==> config.mk <==
export PLATFORM = sky130hd
export DESIGN_NAME = ogc_muldiv
export DESIGN_NICKNAME = d
export VERILOG_FILES = /design/src/rtl/ogc_pkg.sv /design/src/rtl/ogc_muldiv.sv
export VERILOG_INCLUDE_DIRS = /design/src /design/src/rtl
export SDC_FILE = /design/constraint.sdc
export NUM_CORES = 1
export LEC_CHECK = 0
export ABC_AREA = 1
export BUFFER_PORTS_ARGS = -buffer_cell sky130_fd_sc_hd__buf_2
export CAP_MARGIN = 20
export CORE_UTILIZATION = 35
export DETAILED_ROUTE_END_ITERATION = 7
export GPL_TIMING_DRIVEN = 0
export HOLD_SLACK_MARGIN = 0.1
export PLACE_DENSITY = 0.51
export SETUP_SLACK_MARGIN = 0.4
export SYNTH_ARGS = -nofsm -noshare
export SYNTH_HDL_FRONTEND = slang
export SYNTH_SLANG_ARGS = --single-unit
==> constraint.sdc <==
create_clock -name clk -period 5.8 [get_ports clk]
set_input_delay 0.87 -clock clk [delete_from_list [all_inputs] [get_ports clk]]
set_output_delay 0.87 -clock clk [all_outputs]
set_load 0.05 [all_outputs]
==> src/rtl/assert_macros.svh <==
// assertion macros shared by the rtl files
`ifndef ASSERT_MACROS_SVH
`define ASSERT_MACROS_SVH

// same-cycle implication, checked on every rising edge outside reset
`define CHK_NOW(label, ante, cons, msg) \
	label: assert property (@(posedge clk) disable iff (!arst_n) (ante) |-> (cons)) else $error(msg);

// next-cycle implication, checked on every rising edge outside reset
`define CHK_NEXT(label, ante, cons, msg) \
	label: assert property (@(posedge clk) disable iff (!arst_n) (ante) |=> (cons)) else $error(msg);

`endif

==> src/rtl/ogc_pkg.sv <==
// shared types, constants and helper functions of the occupancy grid unit
package ogc_pkg;

	// default grid geometry
	localparam int GRID_FWD_DEF    = 128;
	localparam int GRID_SIDE_DEF   = 64;
	localparam int SIDE_OFFSET_DEF = 32;

	// coordinate width (q16 cells) and quotient width of the walk
	localparam int CW = 36;
	localparam int QW = 40;

	// cordic
	localparam int CORDIC_STEPS = 14;
	localparam logic signed [33:0] CORDIC_K = 34'sd652032874;

	// request codes
	localparam logic [1:0] REQ_CLEAR = 2'd0;
	localparam logic [1:0] REQ_MARK  = 2'd1;
	localparam logic [1:0] REQ_QUERY = 2'd2;
	localparam logic [1:0] REQ_NONE  = 2'd3;

	// register indexes
	localparam logic [2:0] CFG_ANGLE_START = 3'd0;
	localparam logic [2:0] CFG_ANGLE_STEP  = 3'd1;
	localparam logic [2:0] CFG_CPM         = 3'd2;
	localparam logic [2:0] CFG_DILATION    = 3'd3;

	typedef struct packed {
		logic [1:0]         req_type;
		logic [10:0]        beam_index;
		logic [15:0]        range_mm;
		logic signed [15:0] start_fwd_mm;
		logic signed [15:0] start_side_mm;
		logic signed [15:0] end_fwd_mm;
		logic signed [15:0] end_side_mm;
	} req_t;

	typedef struct packed {
		logic [1:0] kind_done;
		logic       collision;
		logic       hit_in_grid;
	} res_t;

	// operands of the serial multiply-divide unit
	typedef struct packed {
		logic [CW-1:0] mcand;
		logic [CW-1:0] mplier;
		logic [CW-1:0] divisor;
	} md_op_t;

	// arctangent table in binary angle units
	function automatic logic signed [17:0] atan_lut(input logic [3:0] i);
		logic signed [17:0] v;
		case (i)
			4'd0:  v = 18'sd8192;
			4'd1:  v = 18'sd4836;
			4'd2:  v = 18'sd2555;
			4'd3:  v = 18'sd1297;
			4'd4:  v = 18'sd651;
			4'd5:  v = 18'sd326;
			4'd6:  v = 18'sd163;
			4'd7:  v = 18'sd81;
			4'd8:  v = 18'sd41;
			4'd9:  v = 18'sd20;
			4'd10: v = 18'sd10;
			4'd11: v = 18'sd5;
			4'd12: v = 18'sd3;
			4'd13: v = 18'sd1;
			default: v = 18'sd0;
		endcase
		return v;
	endfunction

	// round q4.30 to q1.15 to nearest (half up) and saturate
	function automatic logic signed [15:0] sat_q15(input logic signed [33:0] v);
		logic signed [34:0] t;
		logic signed [19:0] r;
		logic signed [15:0] o;
		t = {v[33], v} + 35'sd16384;
		r = t[34:15];
		if (r > 20'sd32767) begin
			o = 16'sh7fff;
		end else if (r < -20'sd32768) begin
			o = 16'sh8000;
		end else begin
			o = r[15:0];
		end
		return o;
	endfunction

endpackage

==> src/rtl/ogc_muldiv.sv <==
// bit-serial floor(mcand * mplier / divisor) for mplier not above divisor
`include "assert_macros.svh"
module ogc_muldiv
	import ogc_pkg::*;
(
	input  logic          clk,
	input  logic          arst_n,
	input  logic          start,
	input  md_op_t        op,
	output logic          done,
	output logic [QW-1:0] quot,
	output logic [CW-1:0] rem
);

	localparam int CNT_W = $clog2(CW);

	logic             run_q;
	logic [CNT_W-1:0] cnt_q;
	logic [CW-1:0]    mc_q;
	logic [CW-1:0]    mp_q;
	logic [CW-1:0]    d_q;
	logic [CW-1:0]    rem_q;
	logic [QW-1:0]    quo_q;
	logic             done_q;

	logic [CW+1:0] t_c;
	logic [CW+1:0] d1_c;
	logic [CW+1:0] d2_c;
	logic [CW+1:0] tr_c;
	logic [1:0]    dig_c;

	// one multiplicand bit per cycle: shift-add, then take out up to two divisors
	always_comb begin
		d1_c = {2'b00, d_q};
		d2_c = {1'b0, d_q, 1'b0};
		t_c  = {1'b0, rem_q, 1'b0} + (mc_q[CW-1] ? {2'b00, mp_q} : '0);
		if (t_c >= d2_c) begin
			tr_c  = t_c - d2_c;
			dig_c = 2'd2;
		end else if (t_c >= d1_c) begin
			tr_c  = t_c - d1_c;
			dig_c = 2'd1;
		end else begin
			tr_c  = t_c;
			dig_c = 2'd0;
		end
	end

	// control
	always_ff @(posedge clk or negedge arst_n) begin
		if (!arst_n) begin
			run_q  <= 1'b0;
			cnt_q  <= '0;
			done_q <= 1'b0;
		end else begin
			done_q <= 1'b0;
			if (start) begin
				run_q <= 1'b1;
				cnt_q <= '0;
			end else if (run_q) begin
				cnt_q <= cnt_q + 1'b1;
				if (cnt_q == CNT_W'(CW - 1)) begin
					run_q  <= 1'b0;
					done_q <= 1'b1;
				end
			end
		end
	end

	// datapath
	always_ff @(posedge clk) begin
		if (start) begin
			mc_q  <= op.mcand;
			mp_q  <= op.mplier;
			d_q   <= op.divisor;
			rem_q <= '0;
			quo_q <= '0;
		end else if (run_q) begin
			mc_q  <= {mc_q[CW-2:0], 1'b0};
			rem_q <= tr_c[CW-1:0];
			quo_q <= {quo_q[QW-2:0], 1'b0} + {{(QW-2){1'b0}}, dig_c};
		end
	end

	assign done = done_q;
	assign quot = quo_q;
	assign rem  = rem_q;

	`CHK_NOW(a_rem_below_div, done, rem_q < d_q, "remainder not below divisor")
	`CHK_NOW(a_no_restart, start, !run_q, "division started while running")
	`CHK_NEXT(a_run_after_start, start, run_q && cnt_q == '0, "division did not begin")

endmodule

==> results.yml, run 1 <==
status:
  run_status: "complete, no violations"
global_route:
  grt_start_max_net_pins: 39
  grt_overflow_total: 0
  grt_pass1_vias: 16300
  antenna_found_initial: 3
  grt_pass1_wl_mm: 95.8
  total_global_route_track_usage_pct: 27.5
timing:
  post-route-worst-setup-slack_ns: 0.0978
  period_minus_slack_ns: 5.70
  finalCritPeriodShare_pct: 98.3
  tightest_slew_ns: 0.786
  fin_worst_skew_ns: 0.0145
  setup_violations: 0
  whs_ns: 0.207
  slew-limit-headroom_pct: 47.1
  final-max-slew-violation-count: 0
  number_of_endpoints_with_negative_hold_slack_in_the_final_report: 0
  totalNegativeSetupSlack_ns: 0
  rsz0062_at_grt: "true"
  maxClockFrequency_mhz: 175
place:
  finalWeightedCongestion: 0.998
  placed_cells_incl_taps: 3150
  detailedPlacementHpwl_mm: 51.5
  port_buffers: 187
  detailed_place.area_mm2: 0.0177
  dp_slack_ns: -1.36
yosys:
  yosys.cell_types.count: 49
  syn-cell-area_mm2: 0.0159
  syn-num-nets: 2593
  post_synth_inst_count: 2369
  leading_cell_types_by_total_area_after_synthesis: "sky130_fd_sc_hd__edfxtp_1 (20%), sky130_fd_sc_hd__nand2_1 (17%), sky130_fd_sc_hd__dfxtp_1 (9.6%), sky130_fd_sc_hd__ha_1 (8.7%), sky130_fd_sc_hd__inv_1 (7.6%)"
  synthesized_area_per_cell_um2: 6.69
  yosysTopAreaCell: "sky130_fd_sc_hd__edfxtp_1"
  synthArstFlopShare_pct: 4.17
  synthFlopType: "sky130_fd_sc_hd__edfxtp_1"
  yosys.cell_count.top_type: "sky130_fd_sc_hd__nand2_1"
  postSynthRegisterBits: 192
  synth_edf_count: 108
  ys_warn_count: 0
  top_cells_by_count_synth: "sky130_fd_sc_hd__nand2_1 (727), sky130_fd_sc_hd__inv_1 (321), sky130_fd_sc_hd__nor2_1 (224)"
  yosys.area.top_type_share_pct: 20.5
  synth_seq_area_share_pct: 31.3
cts:
  cts_num_sinks: 192
  cts_hold_buf: 0
  worst_skew_pair.late_latency_ns: 0.50
  tritoncts_clock_tree: "yes"
  clock_path_buffers: 2
  number_of_buffers_created_by_cts: 17
  number_of_h_tree_branching_levels: 4
  clock_tree.root_cell: "sky130_fd_sc_hd__clkbuf_16"
  clkSlewWorstSetupHoldPaths_ns: 0.08
worst_setup_path:
  path_max_fanout: 6
  reg2regPathDepth: 37
  path_class: "flip-flop to flip-flop"
  timing.critical_path.mode_cell: "sky130_fd_sc_hd__nand2_4"
  startpoint_type: "flip-flop"
  startpoint_of_the_most_critical_setup_path: "mc_q[35]"
  cp_data_arrival_time_ns: 6.09
  worstSetupEndpointType: "flip-flop"
  r2r_end: "quot[37]"
  worst_path_max_delay_cell: "sky130_fd_sc_hd__edfxtp_1"
  critical_path_required_ns: 6.19
  crit_end: "quot[37]"
  reg2reg_slack_ns: 0.1
  cp_slowest_stage_delay_ns: 0.40
  r2r_start: "mc_q[35]"
cells_and_area:
  antenna-diode-count: 0
  stdcell_area_mm2: 0.0212
  nNetsFinal: 2925
  fillerInstances: 4610
  multiInputGateArea_mm2: 0.0114
  final_layout_size_suffix_gt1_share_pct: 26.0
  sequential_cell_area_mm2: 0.00497
  fin_cells: 3306
  layout-area-overhead-vs-synth_pct: 33.6
routing:
  firstDrtPassIters: 6
  routed_wirelength_mm: 64.2
  via_per_inst: 5.18
  route.layer.met1.wl_mm: 27.6
  top_layer_used: "met5"
  met2RoutedLength_mm: 30.0
  detail_route.drc_violations: 0
  postRouteAntennaNets: 0
  routed-wl-met3_mm: 3.71
  drt-wirelength-per-cell_um: 19.4
  count_of_vias_placed_by_the_detailed_router: 17100
  drtIter0Drc: 1204
power_and_ir_drop:
  vdd_ir_drop_max_mv: 0.344
  comb_power_share_pct: 70.1
  power_switching_share_pct: 53.7
  total_leakage_power_nw: 10.2
  total_switching_power_mw: 5.35
  sequential_share_of_power_pct: 18.1
  power_per_cell_area_mw_per_mm2: 470
  cellInternalPower_mw: 4.61
  power.share.clock_pct: 11.8
worst_hold_path:
  holdCritPathClass: "input pin to asynchronous set/reset pin"
floorplan:
  io_pins: 188
  floorplan.rows: 77
  die_area_mm2: 0.0461
  die_h_um: 215
  start_util_pct: 35.7
  floorplan.die.width_um: 215
  core_mm2: 0.0444
flow_run:
  timing.max_cap.violations: 0
==> cell usage in the layout, fill, tap and decap left out, types with 18 or more instances in the layout <==
master | Yosys | routed
sky130_fd_sc_hd__nand3_2 | 4 | 18
sky130_fd_sc_hd__nand2_4 | 1 | 35
sky130_fd_sc_hd__edfxtp_1 | 108 | 108
sky130_fd_sc_hd__buf_4 | 5 | 128
sky130_fd_sc_hd__nor2_4 | 4 | 29
sky130_fd_sc_hd__a21oi_2 | 12 | 34
sky130_fd_sc_hd__dfxtp_1 | 76 | 75
sky130_fd_sc_hd__nor2_1 | 224 | 170
sky130_fd_sc_hd__nor2_2 | 3 | 32
sky130_fd_sc_hd__xor2_1 | 81 | 64
sky130_fd_sc_hd__o21bai_1 | 21 | 20
sky130_fd_sc_hd__buf_2 | 9 | 194
sky130_fd_sc_hd__ha_4 | 0 | 48
sky130_fd_sc_hd__inv_1 | 321 | 309
sky130_fd_sc_hd__ha_1 | 110 | 56
sky130_fd_sc_hd__nand4_1 | 29 | 29
sky130_fd_sc_hd__o21ai_0 | 124 | 105
sky130_fd_sc_hd__nand2_2 | 9 | 56
sky130_fd_sc_hd__clkbuf_1 | 33 | 31
sky130_fd_sc_hd__a21oi_1 | 188 | 159
sky130_fd_sc_hd__nand2_1 | 727 | 646
sky130_fd_sc_hd__clkbuf_16 | 0 | 18
sky130_fd_sc_hd__inv_2 | 11 | 20
sky130_fd_sc_hd__nor3_1 | 46 | 36
sky130_fd_sc_hd__nand3_1 | 109 | 87
sky130_fd_sc_hd__o21ai_1 | 9 | 24
==> stage by stage <==
stage / total power, mW / utilization (%)
floorplan: 5.62 / -
global placement: 7.53 / 39.8
detailed placement: 7.52 / 39.9
CTS: 9.56 / 45.8
global route: 10.5 / 47.7
finish: 9.95 / 47.7
==> critical path: cells and delay by family (launching register included) <==
kind	cells	cell delay, ns
flip-flops	1	0.40
XOR/XNOR	1	0.16
buffers and inverters	4	0.45
AO/OA/AOI/OAI	3	0.60
AND/OR/NAND/NOR	25	3.00
adder cells (fa/ha/maj)	4	0.95
==> cells by family after synthesis <==
group	count (synthesis)	synth area share, %
buf+inv	382	9.38
simple gates	1178	30.6
fa+ha+maj	113	9.06
xor+xnor	101	5.58
flops	192	31.3
compound gates	403	14.1
==> how the worst min path moves through the flow <==
stage	end	slack [ns]	cells after the start
5_1_grt	done	0.20	1
4_1_cts	done	0.17	1
3_5_place_dp	mc_q[4]	0.50	2
6_report	done	0.21	1
2_1_floorplan	cnt_q[3]	0.48	1
3_3_place_gp	mc_q[1]	0.49	2
==> registers in the layout, summed over array words and instances, names as in the netlist <==
signal / flops
done: 1
cnt_q: 6
d_q: 36
quot: 40
mc_q: 36
rem: 36
mp_q: 36
run_q: 1
==> layer usage <==
| metal | global-route usage, % | vias up |
|---|---|---|
| met5 | 0 | - |
| met4 | 13.4 | 6 |
| met3 | 4.27 | 111 |
| met2 | 45.3 | 569 |
| met1 | 35.0 | 8045 |
| li1 | - | 8380 |
==> power by group through the flow <==
stage          sequential, mW  combinational [mW]  clock [mW]
2_1_floorplan            2.04                3.58           0
3_3_place_gp             1.81                5.73           0
3_5_place_dp             1.81                5.71           0
4_1_cts                  1.80                6.54        1.22
5_1_grt                  1.82                7.44        1.26
6_report                 1.80                6.98        1.18
==> area by class of cell <==
cell class                 instances  area share (%)
tap                              592            3.50
clock buffer                      20            2.06
buffer                            50            1.43
multi-input combinational       1795            54.0
timing repair buffer             313            9.08
clock inverter                    12           0.567
sequential                       192            23.5
inverter                         332            5.92
==> timing repair <==
action,in CTS,in global routing
pin swaps,78,61
setup endpoints to repair,76,43
gates cloned,1,0
resized for setup,284,141
buffers inserted,84,39
Power figures use the tool's default switching activity.
==> run 2, diff against run 1 <==
--- a/config.mk
+++ b/config.mk
@@ -9,11 +9,11 @@
 export ABC_AREA = 1
 export BUFFER_PORTS_ARGS = -buffer_cell sky130_fd_sc_hd__buf_2
 export CAP_MARGIN = 20
-export CORE_UTILIZATION = 35
+export CORE_UTILIZATION = 47
 export DETAILED_ROUTE_END_ITERATION = 7
 export GPL_TIMING_DRIVEN = 0
 export HOLD_SLACK_MARGIN = 0.1
-export PLACE_DENSITY = 0.51
+export PLACE_DENSITY = 0.66
 export SETUP_SLACK_MARGIN = 0.4
 export SYNTH_ARGS = -nofsm -noshare
 export SYNTH_HDL_FRONTEND = slang
==> run 2 against run 1 <==
Net effect: maximum frequency is 0.35% lower; register-to-register slack worse by 0.02 ns; combinational power grew 1%; sequential share of layout area shrank 0.32 points; clock power is 10% higher; sequential power is essentially flat; global-route usage up 7.7 points; via count is 2.9% higher.
==> results.yml, run 2 (synthesis gave the netlist of run 1 again) <==
cells_and_area:
  stdcell_area_mm2: 0.0215
  antenna-diode-count: 0
  mostFrequentLayoutCells: "sky130_fd_sc_hd__nand2_1 (641), sky130_fd_sc_hd__inv_1 (303), sky130_fd_sc_hd__buf_2 (194)"
  fin_cells: 3171
  layout-area-overhead-vs-synth_pct: 35.4
  sequential_cell_area_mm2: 0.00497
  final_common_cell: "sky130_fd_sc_hd__nand2_1"
  nNetsFinal: 2940
  final_layout_size_suffix_gt1_share_pct: 27.1
  largest_register_ffs: 40
  utilization_pct: 65.3
  multiInputGateArea_mm2: 0.0117
  fillerInstances: 2971
timing:
  maxClockFrequency_mhz: 175
  post-route-worst-setup-slack_ns: 0.0775
  setup_violations: 0
  period_minus_slack_ns: 5.72
  whs_ns: 0.230
  totalNegativeSetupSlack_ns: 0
  tightest_slew_ns: 0.854
  number_of_endpoints_with_negative_hold_slack_in_the_final_report: 0
  final-max-slew-violation-count: 0
  finalCritPeriodShare_pct: 98.7
  slew-limit-headroom_pct: 42.5
  fin_worst_skew_ns: 0.0185
  rsz0062_at_grt: "true"
place:
  port_buffers: 187
  detailedPlacementHpwl_mm: 47.5
  placed_cells_incl_taps: 3000
  detailed_place.area_mm2: 0.0176
  dp_slack_ns: -1.29
  finalWeightedCongestion: 1.04
cts:
  cts_hold_buf: 0
  number_of_buffers_created_by_cts: 17
  clock_path_buffers: 2
  tritoncts_clock_tree: "yes"
  number_of_h_tree_branching_levels: 4
  worst_skew_pair.late_latency_ns: 0.48
  clock_tree.root_cell: "sky130_fd_sc_hd__clkbuf_16"
  cts_num_sinks: 192
  clkSlewWorstSetupHoldPaths_ns: 0.08
global_route:
  antenna_found_initial: 0
  grt_pass1_vias: 16100
  grt_start_max_net_pins: 44
  grt_overflow_total: 0
  grt_pass1_wl_mm: 90.8
  total_global_route_track_usage_pct: 35.2
floorplan:
  core_mm2: 0.0329
  floorplan.rows: 66
  die_area_mm2: 0.0345
  die_h_um: 186
  floorplan.die.width_um: 186
  io_pins: 188
  start_util_pct: 48.2
power_and_ir_drop:
  total_leakage_power_nw: 10.4
  power_per_cell_area_mw_per_mm2: 473
  vdd_ir_drop_max_mv: 0.258
  fin_total_pwr_mw: 10.2
worst_hold_path:
  holdCritPathClass: "input pin to asynchronous set/reset pin"
routing:
  postRouteAntennaNets: 0
  routed_wirelength_mm: 62.5
  drtIter0Drc: 1505
  firstDrtPassIters: 7
  drt-wirelength-per-cell_um: 19.7
  count_of_vias_placed_by_the_detailed_router: 17600
  via_per_inst: 5.55
  detail_route.drc_violations: 0
status:
  run_status: "complete, no violations"
worst_setup_path:
  path_max_fanout: 10
  cp_data_arrival_time_ns: 6.09
  critical_path_required_ns: 6.16
  path_class: "flip-flop to flip-flop"
  startpoint_type: "flip-flop"
  worstSetupEndpointType: "flip-flop"
  worst-path-buf-inv: 5
  cp_slowest_stage_delay_ns: 0.40
  path_delay_family: "simple AND/OR/NAND/NOR gates"
  worst_path_max_delay_cell: "sky130_fd_sc_hd__edfxtp_1"
flow_run:
  timing.max_cap.violations: 0
-- run 2: cell type report --
cell class / instances / area share [%]
clock inverters: 14 / 0.904
inverters: 332 / 5.85
flip-flops and latches: 192 / 23.1
well taps: 442 / 2.58
multi-input cells: 1795 / 54.4
repair buffers: 328 / 9.70
clock buffers: 18 / 2.00
plain buffers: 50 / 1.45
-- run 2: metal layers --
metal  GRT usage [%]  vias up  routed length, um
met5               0        -                  0
met1            45.1     8148              25400
met4            18.4        0               3740
li1                -     8409                  -
met2            57.2      861              28500
met3            5.50      196               4820
-- run 2: final timing paths --
path / endpoint / depth (start not counted) / slack [ns] / startpoint
setup / recovery: quot[37] / 41 / 0.08 / mc_q[35]
hold / removal: done / 1 / 0.23 / arst_n
setup reg to reg: quot[37] / 41 / 0.08 / mc_q[35]
hold reg to reg: rem[0] / 2 / 0.50 / rem[0]
max in group asynchronous: cnt_q[0] / 1 / 5.40 / arst_n
min in group clk: rem[0] / 2 / 0.50 / rem[0]
-- run 2: what timing repair did --
item,CTS,global route
pin swaps,76,128
setup endpoints to repair,49,30
gates cloned,1,0
setup buffers,69,69
gates resized for setup,278,210
-- run 2: worst register-to-register path, delay by kind of cell (launching register included) --
| family | cells | cell delay, ns |
|---|---|---|
| flip-flops | 1 | 0.40 |
| AND/OR/NAND/NOR | 29 | 3.41 |
| buffers and inverters | 5 | 0.56 |
| AO/OA/AOI/OAI | 2 | 0.27 |
| adder cells (fa/ha/maj) | 4 | 0.84 |
| XOR/XNOR | 1 | 0.16 |
-- run 2: report_power, final --
| group | internal, mW | switching [mW] |
|---|---|---|
| logic | 2.50 | 4.57 |
| registers | 1.61 | 0.179 |
| clock network | 0.665 | 0.636 |
==> run 3, diff against run 2 <==
--- a/config.mk
+++ b/config.mk
@@ -9,11 +9,11 @@
 export ABC_AREA = 1
 export BUFFER_PORTS_ARGS = -buffer_cell sky130_fd_sc_hd__buf_2
 export CAP_MARGIN = 20
-export CORE_UTILIZATION = 47
+export CORE_UTILIZATION = 30
 export DETAILED_ROUTE_END_ITERATION = 7
 export GPL_TIMING_DRIVEN = 0
 export HOLD_SLACK_MARGIN = 0.1
-export PLACE_DENSITY = 0.66
+export PLACE_DENSITY = 0.45
 export SETUP_SLACK_MARGIN = 0.4
 export SYNTH_ARGS = -nofsm -noshare
 export SYNTH_HDL_FRONTEND = slang
==> run 3 against run 2 <==
Net effect: clock power barely moved; hold slack worse by 0.022 ns; combinational power is 3.0% lower; register-to-register slack got worse by 0.06 ns; power fell by 1.6%; routed wire length is 7.1% higher; via count decreased by 4.2%; first-iteration DRC count fell by 23%; utilization decreased by 24 points; critical path type unchanged; critical endpoint unchanged.
==> results.yml, run 3 (synthesis gave the netlist of run 1 again) <==
power_and_ir_drop:
  total_leakage_power_nw: 10.1
  fin_total_pwr_mw: 10.0
  power_per_cell_area_mw_per_mm2: 472
  vdd_ir_drop_max_mv: 0.349
floorplan:
  core_mm2: 0.0517
  start_util_pct: 30.7
  die_h_um: 232
  io_pins: 188
  floorplan.rows: 83
  die_area_mm2: 0.0538
  floorplan.die.width_um: 232
worst_setup_path:
  reg2regPathDepth: 41
  path_max_fanout: 6
  critical_path_required_ns: 6.19
  r2r_start: "mc_q[35]"
  r2r_end: "quot[37]"
  timing.critical_path.mode_cell: "sky130_fd_sc_hd__nand2_4"
  startpoint_type: "flip-flop"
  worstSetupEndpointType: "flip-flop"
  cp_slowest_stage_delay_ns: 0.40
  path_class: "flip-flop to flip-flop"
  reg2reg_slack_ns: 0.02
  cp_data_arrival_time_ns: 6.17
  worst_path_max_delay_cell: "sky130_fd_sc_hd__edfxtp_1"
cts:
  number_of_h_tree_branching_levels: 4
  cts_num_sinks: 192
  worst_skew_pair.late_latency_ns: 0.51
  clock_path_buffers: 2
  clkSlewWorstSetupHoldPaths_ns: 0.08
  tritoncts_clock_tree: "yes"
  clock_tree.root_cell: "sky130_fd_sc_hd__clkbuf_16"
  number_of_buffers_created_by_cts: 17
cells_and_area:
  layout-area-overhead-vs-synth_pct: 33.6
  mostFrequentLayoutCells: "sky130_fd_sc_hd__nand2_1 (659), sky130_fd_sc_hd__inv_1 (309), sky130_fd_sc_hd__buf_2 (194)"
  largest_register_ffs: 40
  final_layout_size_suffix_gt1_share_pct: 24.7
  final_common_cell: "sky130_fd_sc_hd__nand2_1"
  nNetsFinal: 2911
  fillerInstances: 5546
routing:
  detail_route.drc_violations: 0
  drt-wirelength-per-cell_um: 19.8
  postRouteAntennaNets: 0
  drtIter0Drc: 1165
  routed_wirelength_mm: 66.9
  count_of_vias_placed_by_the_detailed_router: 16900
  firstDrtPassIters: 7
  via_per_inst: 4.99
place:
  port_buffers: 187
  detailedPlacementHpwl_mm: 54.6
  dp_slack_ns: -1.55
  finalWeightedCongestion: 1.01
global_route:
  antenna_found_initial: 3
  total_global_route_track_usage_pct: 24.9
  grt_overflow_total: 0
  grt_pass1_vias: 16100
  grt_start_max_net_pins: 41
  grt_pass1_wl_mm: 99.0
timing:
  rsz0062_at_grt: "true"
  post-route-worst-setup-slack_ns: 0.0163
  slew-limit-headroom_pct: 41.2
  period_minus_slack_ns: 5.78
  finalCritPeriodShare_pct: 99.7
  whs_ns: 0.208
  tightest_slew_ns: 0.873
  maxClockFrequency_mhz: 173
  final-max-slew-violation-count: 0
  setup_violations: 0
  fin_worst_skew_ns: 0.0161
  number_of_endpoints_with_negative_hold_slack_in_the_final_report: 0
status:
  run_status: "complete, no violations"
worst_hold_path:
  holdCritPathClass: "input pin to asynchronous set/reset pin"
flow_run:
  timing.max_cap.violations: 0
==> run 3: cell count changes in the layout (fill, tap and decap cells not counted), moves of 4 or more <==
cell                      previous run  this run
sky130_fd_sc_hd__buf_4             132       112
sky130_fd_sc_hd__nand2_1           641       659
sky130_fd_sc_hd__nor2_1            167       179
sky130_fd_sc_hd__nand2_4            39        30
sky130_fd_sc_hd__nor2_4             38        29
sky130_fd_sc_hd__buf_6              14         6
sky130_fd_sc_hd__inv_1             303       309
sky130_fd_sc_hd__inv_2              25        20
sky130_fd_sc_hd__nand2_2            52        47
sky130_fd_sc_hd__nand3_4            14         9
sky130_fd_sc_hd__nand2_8             5         1
==> run 3: per-layer routing <==
layer,wire length (um),vias up,part of all wire [%],track usage (%)
li1,-,8348,-,-
met1,29100,7960,43,32.0
met4,1970,4,2.9,8.49
met3,3580,81,5.4,3.66
met5,22,-,0.033,0
met2,32300,473,48,42.2
==> run 3: repair_timing <==
item                       4_1_cts  5_1_grt
setup endpoints to repair       76       56
hold buffers                     0        0
resized for setup              323       80
pin swaps                       85       51
gates cloned                     1        0
buffers inserted                87       22
==> run 3: report_power, final <==
| group | switching (mW) | total [mW] | leakage [nW] | internal (mW) |
|---|---|---|---|---|
| logic | 4.52 | 6.86 | 7.98 | 2.35 |
| clock network | 0.691 | 1.33 | 0.314 | 0.641 |
| registers | 0.192 | 1.80 | 1.83 | 1.61 |
==> run 3: final cells by class <==
type	instances	area [um^2]	area share (%)
Multi-Input combinational cell	1795	11300	53.5
Inverter	332	1250	5.92
Clock buffer	17	425	2.01
Clock inverter	15	224	1.06
Tap cell	680	851	4.02
Timing Repair Buffer	299	1820	8.60
Sequential cell	192	4970	23.5
Buffer	50	309	1.46
Antenna cell	1	2.50	0.0118
==> run 3: how the worst max path moves through the flow <==
stage                     cells past startpoint  slack, ns     start  endpoint
after floorplan                              46       0.41  mc_q[35]  quot[37]
after global routing                         39      -0.27  mc_q[35]  quot[37]
after detailed placement                     39      -1.55  mc_q[35]  quot[37]
after global placement                       39      -1.65  mc_q[35]  quot[37]
final                                        41       0.02  mc_q[35]  quot[37]
after CTS                                    43       0.16  mc_q[35]  quot[37]
==> run 3: critical path: cells and delay by family (launching register included) <==
family / cells / cell delay [ns]
AOI/OAI and AO/OA: 2 / 0.35
DFF: 1 / 0.40
buffers and inverters: 4 / 0.47
xor gates and xnor gates: 1 / 0.16
adders and majority gates: 4 / 0.83
and+or+nand+nor: 30 / 3.42
==> run 3: metrics by stage <==
stage               area [um^2]  utilization, %  TNS, ns  std cells
floorplan                 16000               -        0       2369
global placement          17800            34.4   -36.59       3236
detailed placement        17800            34.5   -33.90       3238
CTS                       20700            40.1        0       3358
global route              21200            40.9    -1.62       3380
finish                    21200            40.9        0       3381
